### src/sv/assert_macros.svh
// Assertion helpers for the RTL that carries checks.
`ifndef ASSERT_MACROS_SVH
`define ASSERT_MACROS_SVH

// Same-cycle implication, disabled while reset is asserted.
`define ASSERT_IMPL(label, clk, rst_n, a, b) \
  label: assert property (@(posedge clk) disable iff (!rst_n) (a) |-> (b)) \
    else $error("assertion failed");

// Next-cycle implication, disabled while reset is asserted.
`define ASSERT_NEXT(label, clk, rst_n, a, b) \
  label: assert property (@(posedge clk) disable iff (!rst_n) (a) |=> (b)) \
    else $error("assertion failed");

`endif

### src/sv/rwca_pkg.sv
package rwca_pkg;

  localparam int unsigned DigitW      = 7;
  localparam int unsigned DigitCount  = 5;
  localparam int unsigned DigitMax    = 99;
  localparam int unsigned SeqW        = 34;
  localparam int unsigned LenW        = 11;
  localparam int unsigned BytesW      = 17;
  localparam int unsigned RelW        = 7;
  localparam int unsigned SlotW       = 6;
  localparam int unsigned WindowDef   = 64;
  localparam int unsigned MaxPayloadDef = 1280;

  typedef enum logic [1:0] {
    ACT_DELIVER = 2'd0,
    ACT_BUFFER  = 2'd1,
    ACT_OLD     = 2'd2,
    ACT_BEYOND  = 2'd3
  } action_e;

  typedef enum logic [2:0] {
    S_IDLE,
    S_SEQ,
    S_CLASS,
    S_RELEASE,
    S_OUT
  } rw_state_e;

  typedef enum logic [1:0] {
    PH_IDLE,
    PH_HORNER
  } sq_phase_e;

  typedef struct packed {
    logic [DigitW-1:0] seq_digit_0;
    logic [DigitW-1:0] seq_digit_1;
    logic [DigitW-1:0] seq_digit_2;
    logic [DigitW-1:0] seq_digit_3;
    logic [DigitW-1:0] seq_digit_4;
    logic [LenW-1:0]   payload_length;
  } in_item_t;

  typedef struct packed {
    action_e           action;
    logic [SlotW-1:0]  slot_index;
    logic [SeqW-1:0]   ack_number;
    logic [DigitW-1:0] ack_digit_0;
    logic [DigitW-1:0] ack_digit_1;
    logic [DigitW-1:0] ack_digit_2;
    logic [DigitW-1:0] ack_digit_3;
    logic [DigitW-1:0] ack_digit_4;
    logic [RelW-1:0]   released_count;
    logic [BytesW-1:0] delivered_bytes;
  } out_item_t;

  typedef logic [DigitCount-1:0][DigitW-1:0] digits_t;

  // Control from the sequencer to one window cell.
  typedef struct packed {
    logic shift;
    logic wr;
  } cell_ctrl_t;

  // Adds one to a base-100 number held as digits, wrapping the top digit.
  function automatic digits_t digits_inc(digits_t d);
    digits_t r;
    logic    carry;
    r     = d;
    carry = 1'b1;
    for (int i = 0; i < DigitCount; i++) begin
      if (carry) begin
        if (d[i] == DigitW'(DigitMax)) begin
          r[i] = '0;
        end else begin
          r[i]  = d[i] + DigitW'(1);
          carry = 1'b0;
        end
      end
    end
    return r;
  endfunction

endpackage

### src/sv/reorder_window_cumulative_ack_top.sv
// Receiver window with cumulative acknowledgement.
// Input channel: one packet header per transfer (five base-100 sequence
// digits and a payload length), moved by in_valid_i / in_stall_o.
// Output channel: one result per header (action, slot, acknowledgement as
// a number and as digits, released count, delivered bytes), moved by
// out_valid_o / out_stall_i.
// Steps after a header is accepted: the sequence number is formed, the
// header is classified, a delivery walks the released run through the cell
// chain (one shift per cycle), and the result is loaded into the output
// register. A new header is taken only once the previous result has been
// loaded into the output register. WINDOW must be a power of two.
// The window is a chain of WINDOW cells, cell k holding the packet with
// sequence number ack + 1 + k; releasing shifts the chain by one cell.
// Reset clears the acknowledgement and all presence bits at once; stored
// lengths are not cleared. A stalled result holds in the output register;
// the next header is still taken and waits in the final step until the
// output register frees up.
`include "assert_macros.svh"

module reorder_window_cumulative_ack_top #(
  parameter int unsigned WINDOW      = rwca_pkg::WindowDef,
  parameter int unsigned MAX_PAYLOAD = rwca_pkg::MaxPayloadDef
) (
  input  logic                clk_i,
  input  logic                rst_ni,
  input  logic                in_valid_i,
  output logic                in_stall_o,
  input  rwca_pkg::in_item_t  in_data_i,
  output logic                out_valid_o,
  input  logic                out_stall_i,
  output rwca_pkg::out_item_t out_data_o
);

  localparam int unsigned RemW = $clog2(WINDOW);
  localparam int unsigned RcW  = $clog2(WINDOW + 1);
  localparam int unsigned SeqW = rwca_pkg::SeqW;
  localparam int unsigned LenW = rwca_pkg::LenW;

  rwca_pkg::rw_state_e          state_q, state_d;
  logic [SeqW-1:0]              ack_q, ack_d;
  rwca_pkg::digits_t            ackdig_q, ackdig_d;
  logic [LenW-1:0]              len_q, len_d;
  rwca_pkg::action_e            act_q, act_d;
  logic [RemW-1:0]              slot_q, slot_d;
  logic [RcW-1:0]               rel_q, rel_d;
  logic [rwca_pkg::BytesW-1:0]  bytes_q, bytes_d;
  logic                         out_valid_q;
  rwca_pkg::out_item_t          out_q;
  logic                         out_load;

  logic                         seq_start;
  logic                         seq_done;
  logic [SeqW-1:0]              seq;
  logic [RemW-1:0]              rem;
  rwca_pkg::digits_t            in_digits;

  logic [SeqW:0]                diff;
  logic [RemW-1:0]              wr_idx;
  logic                         shift;
  logic                         buf_wr;
  logic [WINDOW-1:0]            pres_vec;
  logic [LenW-1:0]              cell_len [WINDOW];

  logic                         out_not_delivered;
  logic                         out_carries_none;

  assign in_digits = {in_data_i.seq_digit_4, in_data_i.seq_digit_3,
                      in_data_i.seq_digit_2, in_data_i.seq_digit_1,
                      in_data_i.seq_digit_0};

  rwca_seq_unit #(
    .WINDOW (WINDOW)
  ) u_seq (
    .clk_i    (clk_i),
    .rst_ni   (rst_ni),
    .start_i  (seq_start),
    .digits_i (in_digits),
    .done_o   (seq_done),
    .seq_o    (seq),
    .rem_o    (rem)
  );

  // Window cells; the last one takes an empty entry on a shift.
  for (genvar k = 0; k < WINDOW; k++) begin : g_cell
    rwca_pkg::cell_ctrl_t ctrl;
    logic                 nxt_present;
    logic [LenW-1:0]      nxt_len;
    assign ctrl.shift = shift;
    assign ctrl.wr    = buf_wr && (wr_idx == RemW'(k));
    if (k == WINDOW - 1) begin : g_last
      assign nxt_present = 1'b0;
      assign nxt_len     = '0;
    end else begin : g_mid
      assign nxt_present = pres_vec[k+1];
      assign nxt_len     = cell_len[k+1];
    end
    rwca_cell u_cell (
      .clk_i          (clk_i),
      .rst_ni         (rst_ni),
      .ctrl_i         (ctrl),
      .wr_len_i       (len_q),
      .next_present_i (nxt_present),
      .next_len_i     (nxt_len),
      .present_o      (pres_vec[k]),
      .len_o          (cell_len[k])
    );
  end

  assign diff   = {1'b0, seq} - {1'b0, ack_q};
  assign wr_idx = RemW'(diff - (SeqW + 1)'(1));

  assign in_stall_o = (state_q != rwca_pkg::S_IDLE);

  // Sequencer: classify the header, then walk the released run.
  always_comb begin
    state_d   = state_q;
    ack_d     = ack_q;
    ackdig_d  = ackdig_q;
    len_d     = len_q;
    act_d     = act_q;
    slot_d    = slot_q;
    rel_d     = rel_q;
    bytes_d   = bytes_q;
    seq_start = 1'b0;
    shift     = 1'b0;
    buf_wr    = 1'b0;
    out_load  = 1'b0;
    unique case (state_q)
      rwca_pkg::S_IDLE: begin
        if (in_valid_i) begin
          seq_start = 1'b1;
          if ({5'b0, in_data_i.payload_length} > 16'(MAX_PAYLOAD)) begin
            len_d = LenW'(MAX_PAYLOAD);
          end else begin
            len_d = in_data_i.payload_length;
          end
          state_d = rwca_pkg::S_SEQ;
        end
      end
      rwca_pkg::S_SEQ: begin
        if (seq_done) begin
          state_d = rwca_pkg::S_CLASS;
        end
      end
      rwca_pkg::S_CLASS: begin
        slot_d  = rem;
        rel_d   = '0;
        bytes_d = '0;
        state_d = rwca_pkg::S_OUT;
        priority if (diff == (SeqW + 1)'(1)) begin
          act_d    = rwca_pkg::ACT_DELIVER;
          ack_d    = ack_q + SeqW'(1);
          ackdig_d = rwca_pkg::digits_inc(ackdig_q);
          bytes_d  = rwca_pkg::BytesW'(len_q);
          shift    = 1'b1;
          state_d  = rwca_pkg::S_RELEASE;
        end else if (diff[SeqW] || (diff == '0)) begin
          act_d = rwca_pkg::ACT_OLD;
        end else if (diff[SeqW-1:0] > SeqW'(WINDOW)) begin
          act_d = rwca_pkg::ACT_BEYOND;
        end else if (pres_vec[wr_idx]) begin
          act_d = rwca_pkg::ACT_OLD;
        end else begin
          act_d  = rwca_pkg::ACT_BUFFER;
          buf_wr = 1'b1;
        end
      end
      rwca_pkg::S_RELEASE: begin
        if (pres_vec[0]) begin
          bytes_d  = bytes_q + rwca_pkg::BytesW'(cell_len[0]);
          ack_d    = ack_q + SeqW'(1);
          ackdig_d = rwca_pkg::digits_inc(ackdig_q);
          rel_d    = rel_q + RcW'(1);
          shift    = 1'b1;
        end else begin
          state_d = rwca_pkg::S_OUT;
        end
      end
      rwca_pkg::S_OUT: begin
        if (!out_valid_q || !out_stall_i) begin
          out_load = 1'b1;
          state_d  = rwca_pkg::S_IDLE;
        end
      end
      default: begin
        state_d = rwca_pkg::S_IDLE;
      end
    endcase
  end

  always_ff @(posedge clk_i or negedge rst_ni) begin
    if (!rst_ni) begin
      state_q     <= rwca_pkg::S_IDLE;
      ack_q       <= '0;
      ackdig_q    <= '0;
      out_valid_q <= 1'b0;
    end else begin
      state_q  <= state_d;
      ack_q    <= ack_d;
      ackdig_q <= ackdig_d;
      if (out_load) begin
        out_valid_q <= 1'b1;
      end else if (!out_stall_i) begin
        out_valid_q <= 1'b0;
      end
    end
  end

  // Working registers and the output register.
  always_ff @(posedge clk_i) begin
    len_q   <= len_d;
    act_q   <= act_d;
    slot_q  <= slot_d;
    rel_q   <= rel_d;
    bytes_q <= bytes_d;
    if (out_load) begin
      out_q.action          <= act_q;
      out_q.slot_index      <= rwca_pkg::SlotW'(slot_q);
      out_q.ack_number      <= ack_q;
      out_q.ack_digit_0     <= ackdig_q[0];
      out_q.ack_digit_1     <= ackdig_q[1];
      out_q.ack_digit_2     <= ackdig_q[2];
      out_q.ack_digit_3     <= ackdig_q[3];
      out_q.ack_digit_4     <= ackdig_q[4];
      out_q.released_count  <= rwca_pkg::RelW'(rel_q);
      out_q.delivered_bytes <= bytes_q;
    end
  end

  assign out_valid_o = out_valid_q;
  assign out_data_o  = out_q;

  // Terms for the delivery check on the output register.
  assign out_not_delivered = out_valid_o && (out_q.action != rwca_pkg::ACT_DELIVER);
  assign out_carries_none  = (out_q.released_count == '0) && (out_q.delivered_bytes == '0);

  // Cell zero stands for ack + 1, which is only ever present mid-release.
  `ASSERT_IMPL(a_head_empty, clk_i, rst_ni, state_q != rwca_pkg::S_RELEASE, !pres_vec[0])
  // A dropped or buffered header carries no delivery.
  `ASSERT_IMPL(a_no_bytes, clk_i, rst_ni, out_not_delivered, out_carries_none)
  // The arithmetic unit finishes only while the sequencer waits for it.
  `ASSERT_IMPL(a_seq_done, clk_i, rst_ni, seq_done, state_q == rwca_pkg::S_SEQ)
  // A taken header always starts the sequence number pass.
  `ASSERT_NEXT(a_start, clk_i, rst_ni, in_valid_i && !in_stall_o, state_q == rwca_pkg::S_SEQ)

endmodule

### src/sv/rwca_cell.sv
module rwca_cell (
  input  logic                       clk_i,
  input  logic                       rst_ni,
  input  rwca_pkg::cell_ctrl_t       ctrl_i,
  input  logic [rwca_pkg::LenW-1:0]  wr_len_i,
  input  logic                       next_present_i,
  input  logic [rwca_pkg::LenW-1:0]  next_len_i,
  output logic                       present_o,
  output logic [rwca_pkg::LenW-1:0]  len_o
);

  logic                      present_q, present_d;
  logic [rwca_pkg::LenW-1:0] len_q, len_d;

  // A shift takes the neighbor's entry; a write marks a buffered packet.
  always_comb begin
    present_d = present_q;
    len_d     = len_q;
    priority if (ctrl_i.shift) begin
      present_d = next_present_i;
      len_d     = next_len_i;
    end else if (ctrl_i.wr) begin
      present_d = 1'b1;
      len_d     = wr_len_i;
    end
  end

  always_ff @(posedge clk_i or negedge rst_ni) begin
    if (!rst_ni) begin
      present_q <= 1'b0;
    end else begin
      present_q <= present_d;
    end
  end

  always_ff @(posedge clk_i) begin
    len_q <= len_d;
  end

  assign present_o = present_q;
  assign len_o     = len_q;

endmodule

### src/sv/rwca_seq_unit.sv
module rwca_seq_unit #(
  parameter int unsigned WINDOW = rwca_pkg::WindowDef
) (
  input  logic                          clk_i,
  input  logic                          rst_ni,
  input  logic                          start_i,
  input  rwca_pkg::digits_t             digits_i,
  output logic                          done_o,
  output logic [rwca_pkg::SeqW-1:0]     seq_o,
  output logic [$clog2(WINDOW)-1:0]     rem_o
);

  localparam int unsigned RemW = $clog2(WINDOW);
  localparam int unsigned CntW = $clog2(rwca_pkg::DigitCount);

  rwca_pkg::sq_phase_e           phase_q, phase_d;
  logic [CntW-1:0]               cnt_q, cnt_d;
  rwca_pkg::digits_t             dig_q, dig_d;
  logic [rwca_pkg::SeqW-1:0]     seq_q, seq_d;
  logic [rwca_pkg::DigitW-1:0]   digit;
  logic [CntW-1:0]               dig_idx;

  assign dig_idx = CntW'(rwca_pkg::DigitCount - 1) - cnt_q;
  assign digit   = dig_q[dig_idx];

  // Horner pass over the digits, most significant first; done is raised
  // in the last pass cycle, so the number is ready in the next cycle.
  always_comb begin
    phase_d = phase_q;
    cnt_d   = cnt_q;
    dig_d   = dig_q;
    seq_d   = seq_q;
    done_o  = 1'b0;
    unique case (phase_q)
      rwca_pkg::PH_IDLE: begin
        if (start_i) begin
          dig_d   = digits_i;
          seq_d   = '0;
          cnt_d   = '0;
          phase_d = rwca_pkg::PH_HORNER;
        end
      end
      rwca_pkg::PH_HORNER: begin
        seq_d = (seq_q << 6) + (seq_q << 5) + (seq_q << 2)
              + rwca_pkg::SeqW'(digit);
        if (cnt_q == CntW'(rwca_pkg::DigitCount - 1)) begin
          done_o  = 1'b1;
          cnt_d   = '0;
          phase_d = rwca_pkg::PH_IDLE;
        end else begin
          cnt_d = cnt_q + CntW'(1);
        end
      end
      default: begin
        phase_d = rwca_pkg::PH_IDLE;
      end
    endcase
  end

  always_ff @(posedge clk_i or negedge rst_ni) begin
    if (!rst_ni) begin
      phase_q <= rwca_pkg::PH_IDLE;
      cnt_q   <= '0;
    end else begin
      phase_q <= phase_d;
      cnt_q   <= cnt_d;
    end
  end

  always_ff @(posedge clk_i) begin
    dig_q <= dig_d;
    seq_q <= seq_d;
  end

  assign seq_o = seq_q;
  // The user must keep the window size a power of two (not checked here), so the slot is the low bits.
  assign rem_o = seq_q[RemW-1:0];

endmodule
### config.mk
export PLATFORM = sky130hd
export DESIGN_NAME = reorder_window_cumulative_ack_top
export DESIGN_NICKNAME = d
export VERILOG_FILES = /design/src/sv/rwca_pkg.sv /design/src/sv/reorder_window_cumulative_ack_top.sv /design/src/sv/rwca_cell.sv /design/src/sv/rwca_seq_unit.sv
export VERILOG_INCLUDE_DIRS = /design/src /design/src/sv
export SDC_FILE = /design/constraint.sdc
export NUM_CORES = 1
export LEC_CHECK = 0
export BUFFER_PORTS_ARGS = -buffer_cell sky130_fd_sc_hd__buf_2
export CORE_MARGIN = 5
export CORE_UTILIZATION = 55
export DETAILED_ROUTE_END_ITERATION = 10
export PLACE_DENSITY = 0.72
export SLEW_MARGIN = 15
export SYNTH_ARGS = -nofsm -noshare
export SYNTH_HDL_FRONTEND = slang
export SYNTH_SLANG_ARGS = --single-unit
export TNS_END_PERCENT = 20
### constraint.sdc
create_clock -name clk_i -period 7.3 [get_ports clk_i]
set_clock_uncertainty 0.05 [all_clocks]
set_input_delay 0.73 -clock clk_i [delete_from_list [all_inputs] [get_ports clk_i]]
set_output_delay 0.73 -clock clk_i [all_outputs]
set_load 0.05 [all_outputs]
==> results by group <==
Final layout
  – FILL cells: 6533
  – Register Area: 31000 um^2
  – Fin nets: 4308
  – Final instance area: 52200 um^2
  – Multi-input logic area: 14800 um^2
  – Layout cells sized above 1: 0.103
  – P&R area growth vs syn: 11.2%

Clock network
  – H-tree Lvls: 3
  – CTS root buf: clkbuf_16
  – # resized after CTS: 0
  – Setup Buffers After CTS: 0
  – Clk sinks: 1058
  – Hold buffer count at CTS: 0
  – Worst-path clk slew: 0.06 ns
  – CTS tree: done
  – CTS Buf Count: 105
  – Longest Clk Path Bufs: 3
  – Clk_lat worst skew: 0.68 ns

Timing
  – Post-layout min period: 6.15 ns
  – F_max: 0.163 GHz
  – Fin worst setup slack: 1.15 ns
  – Slew Limit Fails: 0
  – RSZ-0062 raised after global routing: no
  – Final period utilization: 0.842
  – Worst slew pin tran: 1.15 ns
  – Slew headroom: 0.230
  – Final setup violation count: 0
  – Hold Vio Cnt, Final: 0
  – TNS Setup: 0 ns

Floorplan
  – Die W: 302 um
  – CORE AREA: 85000 um^2
  – Die ar.: 91300 um^2
  – Die Y: 302 um
  – Initial Utilization: 0.552
  – Io pins: 153
  – Site Rows: 107

Worst setup path
  – Critical Path AT: 6.53 ns
  – CP Launch Type: flip-flop
  – Slowest Stage Delay on Critical Path: 0.53 ns
  – Reg2Reg Depth: 23
  – Slowest cell on crit path: ha_1
  – Most used cell, CP: ha_1
  – WP data required: 7.68 ns
  – Crit. End Element: flip-flop
  – CP cell instances: buf_4 > inv_1 > ha_1 > ha_1 > mux2i_1 > nor2_1 > a21oi_1 > o22ai_1 > fa_1 > ha_1 > fa_1 > a21oi_1 > nor2_1 > a211oi_1 > o31ai_1 > o211a_1 > o31ai_1 > o311ai_0 > nand4_1 > nand2b_1 > a31oi_1 > xnor2_1 > and2_1
  – Crit-path max FO: 16
  – Setup Crit Path Kind: flip-flop to flip-flop
  – R2R Path Start: u_seq.cnt_q[0]
  – RR Endpoint: u_seq.seq_o[32]
  – R2R Setup Slk: 1.15 ns

Place
  – Setup WS pre-CTS: 1.15 ns
  – HPWL Detailed: 71.1 mm
  – GPL Wtd Cong: 0.946
  – IO buf count: 152
  – Placed cell areas: 48800 um^2

Detailed routing
  – ANT nets after route: 0
  – First-pass iteration count of the detailed router: 6
  – Vias: 30517
  – Drt total wl: 108 mm
  – Drt initial violations: 2885
  – Post-detailed-route wirelength per cell: 20.2 um
  – DRC Markers: 0
  – Via density per instance: 5.71

Logic synthesis
  – Avg Inst Size Synth: 11.8 um^2
  – Sequential area share after synthesis: 0.659
  – Synth area leader: edfxtp_1
  – Area contributors post-synth: edfxtp_1, nand2_1, dfrtp_1
  – Distinct cells, synth: 93
  – Net count after synthesis: 4198
  – Synthesized area: 47000 um^2
  – Ys Warns: 0
  – Post-synth ARST share: 0.133
  – Synth top area share: 0.579
  – EDFF count, synth: 906
  – Main flop type after synthesis: edfxtp_1
  – Post-synthesis register bit count: 1058
  – Post-synthesis cell count: 3995

Pwr
  – Comb pwr share: 0.342
  – Peak VDD IR: 0.676 mV
  – Lkg Pwr: 20.0 nW
  – Cell Pwr Density: 366 nW/um^2
  – Switching pwr: 6.39 mW
  – Internal power: 12.7 mW
  – Sw Share: 0.335
  – Clock share of power: 0.275
  – Seq pwr share: 0.384

Global route
  – Largest net degree at the start of global routing: 148
  – Vias in the first global route: 30181
  – First-pass GRT wire length: 170 mm
  – Total grt overflow: 0
  – GRT Util Overall: 0.237
  – Initial antenna violation count: 6

Flow run
  – Max Cap Viol: 0

Hold path
  – Class of the worst hold path: input pin to asynchronous set/reset pin

Run status
  – Status: finished clean
[final cells by class]
cell class,count,share of cell area
Timing Repair Buffer,216,0.0264
Tap cell,1144,0.0274
Clock inverter,54,0.00935
Multi-Input combinational cell,2656,0.284
Clock buffer,146,0.0551
Antenna cell,4,0.000192
Inverter,68,0.00489
Sequential cell,1058,0.593
[how the worst max path moves through the flow]
stage	from	cells after the start	end
floorplan	out_stall_i	1	out_data_o[0]
global placement	u_seq.cnt_q[0]	23	u_seq.seq_o[32]
detailed placement	u_seq.cnt_q[0]	23	u_seq.seq_o[32]
CTS	u_seq.cnt_q[0]	23	u_seq.seq_o[32]
global route	u_seq.cnt_q[0]	22	u_seq.seq_o[30]
finish	u_seq.cnt_q[0]	23	u_seq.seq_o[32]
[routing by layer]
metal	global-route usage	vias up	routed length, um
li1	-	14177	-
met1	0.333	15090	45900
met2	0.385	1010	51600
met3	0.0359	236	6930
met4	0.0773	4	3620
met5	0	-	23
[cell usage after synthesis, types with 41 or more instances]
library cell,number
o21ai_1,41
inv_1,68
edfxtp_1,906
o22a_1,61
nor2_1,115
o21ai_0,95
dfrtp_1,141
a21oi_1,64
nand2_1,1502
buf_2,160
ha_1,121
xnor2_1,73
nand3_1,59
clkbuf_1,42
[layout by cell type, fill, tap and decap left out, types with 16 or more instances in the layout]
master | netlist | routed
xor2_1 | 28 | 28
nor4_1 | 20 | 20
nand2_1 | 1502 | 1491
nor2_1 | 115 | 114
clkinv_1 | 0 | 21
clkbuf_16 | 0 | 107
ha_1 | 121 | 121
buf_2 | 160 | 151
dfrtp_1 | 141 | 141
a21oi_1 | 64 | 63
clkbuf_1 | 42 | 34
o21ai_0 | 95 | 81
nand4_1 | 34 | 34
mux4_2 | 19 | 19
nand3_1 | 59 | 59
o31ai_1 | 21 | 21
mux2i_1 | 25 | 25
inv_1 | 68 | 68
o22a_1 | 61 | 61
xnor2_1 | 73 | 73
buf_4 | 2 | 53
nor3_1 | 38 | 38
fa_1 | 32 | 32
o21ai_1 | 41 | 53
edfxtp_1 | 906 | 906
a21o_1 | 22 | 22
nor2b_1 | 16 | 16
and2_1 | 40 | 40
nand2b_1 | 16 | 16
[registers in the layout, indices dropped and copies added (netlist names)]
signal	count
ack_q	34
ackdig_q	35
act_q	2
bytes_q	17
g_cell.u_cell.len_o	704
g_cell.u_cell.present_o	64
len_q	11
out_data_o	101
out_valid_o	1
rel_q	7
slot_q	6
state_q	3
u_seq.cnt_q	3
u_seq.dig_q	35
u_seq.phase_q	1
u_seq.seq_o	34
[power by group through the flow]
stage | logic, mW | clock network, mW | registers, mW
after CTS | 6.50 | 5.31 | 7.32
after global routing | 7.31 | 5.60 | 7.35
after global placement | 6.38 | 0 | 7.44
after floorplan | 4.94 | 0 | 7.38
final | 6.52 | 5.24 | 7.32
after detailed placement | 6.44 | 0 | 7.45
[logic make-up (layout without fill, tap and decap cells)]
group / Yosys count / in the layout / synth area share
xor+xnor: 102 / 102 / 0.0193
simple gates: 1919 / 1919 / 0.170
compound gates: 425 / 425 / 0.0603
mux: 56 / 56 / 0.0173
buf+inv: 281 / 484 / 0.0276
flops: 1058 / 1058 / 0.659
other cells: 0 / 4 / 0
fa+ha+maj: 154 / 154 / 0.0461
[metrics by stage]
stage	utilization	total power, mW	hold WS [ns]	instances
after floorplan	-	12.3	0.350	3995
after global routing	0.614	20.3	0.138	5345
after detailed placement	0.574	13.9	0.385	5142
after global placement	0.574	13.8	0.381	5142
after CTS	0.614	19.1	0.109	5342
final	0.614	19.1	0.0924	5346
[critical path, delay by kind of cell, from the launching register on]
family | cells | cell delay [ns]
multiplexers | 1 | 0.24
adder cells (fa/ha/maj) | 5 | 2.01
AND/OR/NAND/NOR | 5 | 0.56
flip-flops | 1 | 0.32
XOR/XNOR | 1 | 0.07
buffers and inverters | 2 | 0.32
AO/OA/AOI/OAI | 9 | 2.33
Note: power is estimated with default switching activity, not from simulation.
